==> config.mk <==
export PLATFORM = sky130hd
export DESIGN_NAME = srf_ctrl
export DESIGN_NICKNAME = d
export VERILOG_FILES = /design/src/hdl/srf_pkg.sv /design/src/hdl/srf_ctrl.sv
export SDC_FILE = /design/constraint.sdc
export NUM_CORES = 1
export LEC_CHECK = 0
export ABC_CLOCK_PERIOD_IN_PS = 3500
export BUFFER_PORTS_ARGS = -buffer_cell sky130_fd_sc_hd__buf_4
export CORE_AREA = 5 5 42 44
export DETAILED_ROUTE_END_ITERATION = 10
export DIE_AREA = 0 0 47 49
export PLACE_DENSITY = 0.37
export RECOVER_POWER = 25
export SYNTH_ARGS = -nofsm -noshare
export SYNTH_HDL_FRONTEND = slang
export SYNTH_SLANG_ARGS = --single-unit
==> constraint.sdc <==
create_clock -name clk -period 3.5 [get_ports clk]
set_input_delay 0.525 -clock clk [delete_from_list [all_inputs] [get_ports clk]]
set_output_delay 0.525 -clock clk [all_outputs]
set_load 0.005 [all_outputs]
==> src/hdl/srf_pkg.sv <==
package srf_pkg;

    localparam int DEF_WINDOW_BITS = 2048;
    localparam logic [39:0] REJECT_AFTER_RESET = 40'd180000000;
    localparam logic [7:0]  TRANSPORT_TYPE = 8'd4;
    localparam logic [16:0] OVERHEAD_LEN = 17'd32;   // header 16 + tag 16

    typedef enum logic [1:0] {
        REQ_INSTALL = 2'd0,
        REQ_TICK    = 2'd1,
        REQ_SEND    = 2'd2,
        REQ_RECEIVE = 2'd3
    } req_kind_t;

    typedef enum logic [2:0] {
        ST_OK         = 3'd0,
        ST_NO_SESSION = 3'd1,
        ST_BAD_PACKET = 3'd2,
        ST_BUF_SMALL  = 3'd3,
        ST_CTR_EXHAUST = 3'd4,
        ST_CRYPTO_FAIL = 3'd5,
        ST_REPLAY     = 3'd6
    } status_code_t;

    typedef enum logic [1:0] {
        FSM_IDLE,
        FSM_EVAL,
        FSM_SHIFT,
        FSM_RESP
    } fsm_state_t;

    typedef struct packed {
        logic [1:0]  req_type;
        logic [62:0] now_us;
        logic [31:0] key_local_index;
        logic [31:0] key_remote_index;
        logic        key_initiator;
        logic [7:0]  msg_type;
        logic [15:0] data_len;
        logic [15:0] buf_cap;
        logic [31:0] rx_receiver_index;
        logic [63:0] rx_counter;
        logic        crypto_ok;
    } req_t;

    typedef struct packed {
        logic [2:0]  status;
        logic        accepted;
        logic        session_used;
        logic [15:0] out_len;
        logic [31:0] tx_remote_index;
        logic [63:0] tx_counter;
        logic        prev_expired;
        logic [31:0] replay_drop_count;
    } rsp_t;

    typedef struct packed {
        logic load;
        logic eval;
        logic shift_step;
        logic out_load;
    } cmd_t;

    typedef struct packed {
        logic shift_start;
        logic shift_last;
    } sts_t;

endpackage

==> src/hdl/srf_ctrl.sv <==
module srf_ctrl
    import srf_pkg::*;
(
    input  logic clk,
    input  logic rst_n,
    input  logic in_valid,
    output logic in_stall,
    output logic out_valid,
    input  logic out_stall,
    input  sts_t sts,
    output cmd_t cmd
);

    fsm_state_t state_reg, state_next;
    logic       out_valid_reg, out_valid_next;

    always_ff @(posedge clk or negedge rst_n)
    begin
        if (!rst_n)
        begin
            state_reg     <= FSM_IDLE;
            out_valid_reg <= 1'b0;
        end
        else
        begin
            state_reg     <= state_next;
            out_valid_reg <= out_valid_next;
        end
    end

    always_comb
    begin
        state_next     = state_reg;
        cmd            = '0;
        out_valid_next = out_valid_reg && out_stall;
        in_stall       = (state_reg != FSM_IDLE);
        unique case (state_reg)
            FSM_IDLE:
            begin
                if (in_valid)
                begin
                    cmd.load   = 1'b1;
                    state_next = FSM_EVAL;
                end
            end
            FSM_EVAL:
            begin
                cmd.eval   = 1'b1;
                state_next = sts.shift_start ? FSM_SHIFT : FSM_RESP;
            end
            FSM_SHIFT:
            begin
                cmd.shift_step = 1'b1;
                if (sts.shift_last)
                    state_next = FSM_RESP;
            end
            FSM_RESP:
            begin
                if (!out_valid_reg || !out_stall)
                begin
                    cmd.out_load   = 1'b1;
                    out_valid_next = 1'b1;
                    state_next     = FSM_IDLE;
                end
            end
            default: state_next = FSM_IDLE;
        endcase
    end

    assign out_valid = out_valid_reg;

endmodule

==> flow_summary.ini <==
[outcome]
status = finished, final reports clean

[layout]
n_antenna_cell = 0
area_growth_pct = 52.4
nNetsFinal = 48
instances_no_fill = 52
fin_util = 0.260
largest_reg_flops = 2
drive_gt1_frac = 0.444

[clock_network]
cts_root_buffer = clkbuf_4
cts_sinks = 3
cts_resized = 0
cts_setup_buffers = 0
clk_path_buf_depth = 2
numCtsBuffers = 3
cts_tree = done
htreeDepth = 1
clk_latency_ns = 0.23
clk_pin_slew_ns = 0.04
cts_hold_buffers = 0

[synth]
synthFlopType = dfrtp_1
ys_ff_latch = 3
synth_top_area_share = 0.314
synth_nets = 32
synth_edf_count = 0
synthDistinctLibCells = 12
yosysTopAreaCell = dfrtp_1
netlist_area_um2 = 239
syn_inst = 21
ys_seq_area_frac = 0.314
avgSynthCellArea_um2 = 11.4
synth.top_cells.by_area = dfrtp_1 (31%), ha_1 (26%), inv_1 (6.3%)
async_flop_share = 1.00
ys_warn_count = 0
yosysMostFrequentCell = ha_1
ys_top_cells_by_count = ha_1 (5), inv_1 (4), dfrtp_1 (3)

[power_and_ir_drop]
p_per_area_nw_per_um2 = 875
ir_drop_mv = 0.353
p_leak_nw = 0.189

[drt]
num_vias = 197
via_per_inst = 3.79
drt_iter0_markers = 2
drc = 0
post_drt_wl_per_cell_um = 10.3
drt_wl_total_um = 533
first_pass_iters = 4
ant_nets = 0

[placed_design]
dpl.cell_count = 48
dp_hpwl_um = 456
gp_congestion = 0.642
portBuffers = 11

[sta]
max_freq_mhz = 569
final.setup.tns_ns = 0
setup_viol = 0
finalCritPeriodShare = 0.502
slew_headroom = 0.840
period_minus_slack_ns = 1.76
finalHoldViolCount = 0
rsz0062_at_grt = no
clock_skew_ns = 0.00150
slew_viol_final = 0
tightest_slew_ns = 0.240

[setup_path]
cp-endpoint = cmd[3]
end_kind = output pin
worstReg2RegEnd = state_reg[1]
required_ns = 2.97
cp_max_fo = 5
critical_path_arrival_ns = 1.23
r2r_start = state_reg[0]
ff2ff_path_depth = 5
critPathLaunchType = flop
path_class = flop to output pin
r2r_slack_ns = 2.02
cp-startpoint = state_reg[0]

[floorplan]
pin_count = 12
die_w_um = 47
fp.dieH_um = 49
dieArea_um2 = 2300
initial_core_util = 0.171
core_area_um2 = 1400
rows = 14

[run]
maxCapViolCount = 0

[grt]
track_usage = 0.0550
grt_max_degree = 6
antenna_found_initial = 0
grt_pass1_vias = 222
grt_pass1_wl_um = 883
overflow = 0

[worst_hold_path]
min_path_type = input port to asynchronous set/reset pin
==> cells in the final DEF (no fill, tap or decap) <==
master / count
nand3_2: 1
mux2_4: 1
and2_1: 1
clkbuf_1: 2
a21o_1: 1
mux2i_1: 1
inv_1: 4
ha_1: 5
nor2b_1: 1
a21boi_0: 1
clkbuf_4: 3
a221oi_1: 1
o221ai_2: 1
dfrtp_1: 3
buf_4: 10
==> report_power, final <==
group | switching (mW) | internal (mW) | leakage [nW]
registers | 0.0202 | 0.0543 | 0.0356
logic | 0.0784 | 0.107 | 0.138
clock network | 0.0164 | 0.0426 | 0.0150
==> metrics by stage <==
step	instance area [um^2]	hold WS (ns)	setup WS, ns	total power, mW
after floorplan	239	0.229	2.09	0.187
after global placement	342	0.316	2.00	0.263
after detailed placement	342	0.316	1.98	0.265
after CTS	368	0.0662	1.73	0.328
after global routing	364	0.108	1.66	0.350
final	364	0.0920	1.74	0.319
==> worst min-delay path by stage <==
stage           from   endpoint  slack (ns)  cells after the start
6_report       rst_n  out_valid        0.09                      1
5_1_grt        rst_n  out_valid        0.11                      1
4_1_cts        rst_n  out_valid        0.07                      1
3_5_place_dp   rst_n  out_valid        0.32                      1
3_3_place_gp   rst_n  out_valid        0.32                      1
2_1_floorplan  rst_n  out_valid        0.23                      0
==> cell type report <==
class	instances	area [um^2]
Timing Repair Buffer	11	78.8
Clock buffer	4	26.3
Tap cell	16	20.0
Inverter	4	15.0
Sequential cell	3	75.1
Fill cell	161	1040
Multi-Input combinational cell	14	149
==> critical path: stages, from the launching register on <==
cell	delay, ns
dfrtp_1	0.38
inv_1	0.11
ha_1	0.22
and2_1	0.16
buf_4	0.13
==> metal layers <==
| layer | part of all wire | GRT usage | vias to the layer above |
|---|---|---|---|
| li1 | - | - | 101 |
| met1 | 0.36 | 0.0553 | 90 |
| met2 | 0.53 | 0.0837 | 6 |
| met3 | 0.11 | 0.0148 | 0 |
| met4 | 0 | 0.0553 | 0 |
| met5 | 0 | 0 | - |
==> cell families after synthesis <==
group | Yosys count | share of synthesized area
AO/OA/AOI/OAI | 4 | 0.162
AND/OR/NAND/NOR | 3 | 0.0943
buffers and inverters | 4 | 0.0628
flip-flops | 3 | 0.314
multiplexers | 2 | 0.105
adder cells (fa/ha/maj) | 5 | 0.262
(Power assumes the default switching activity.)
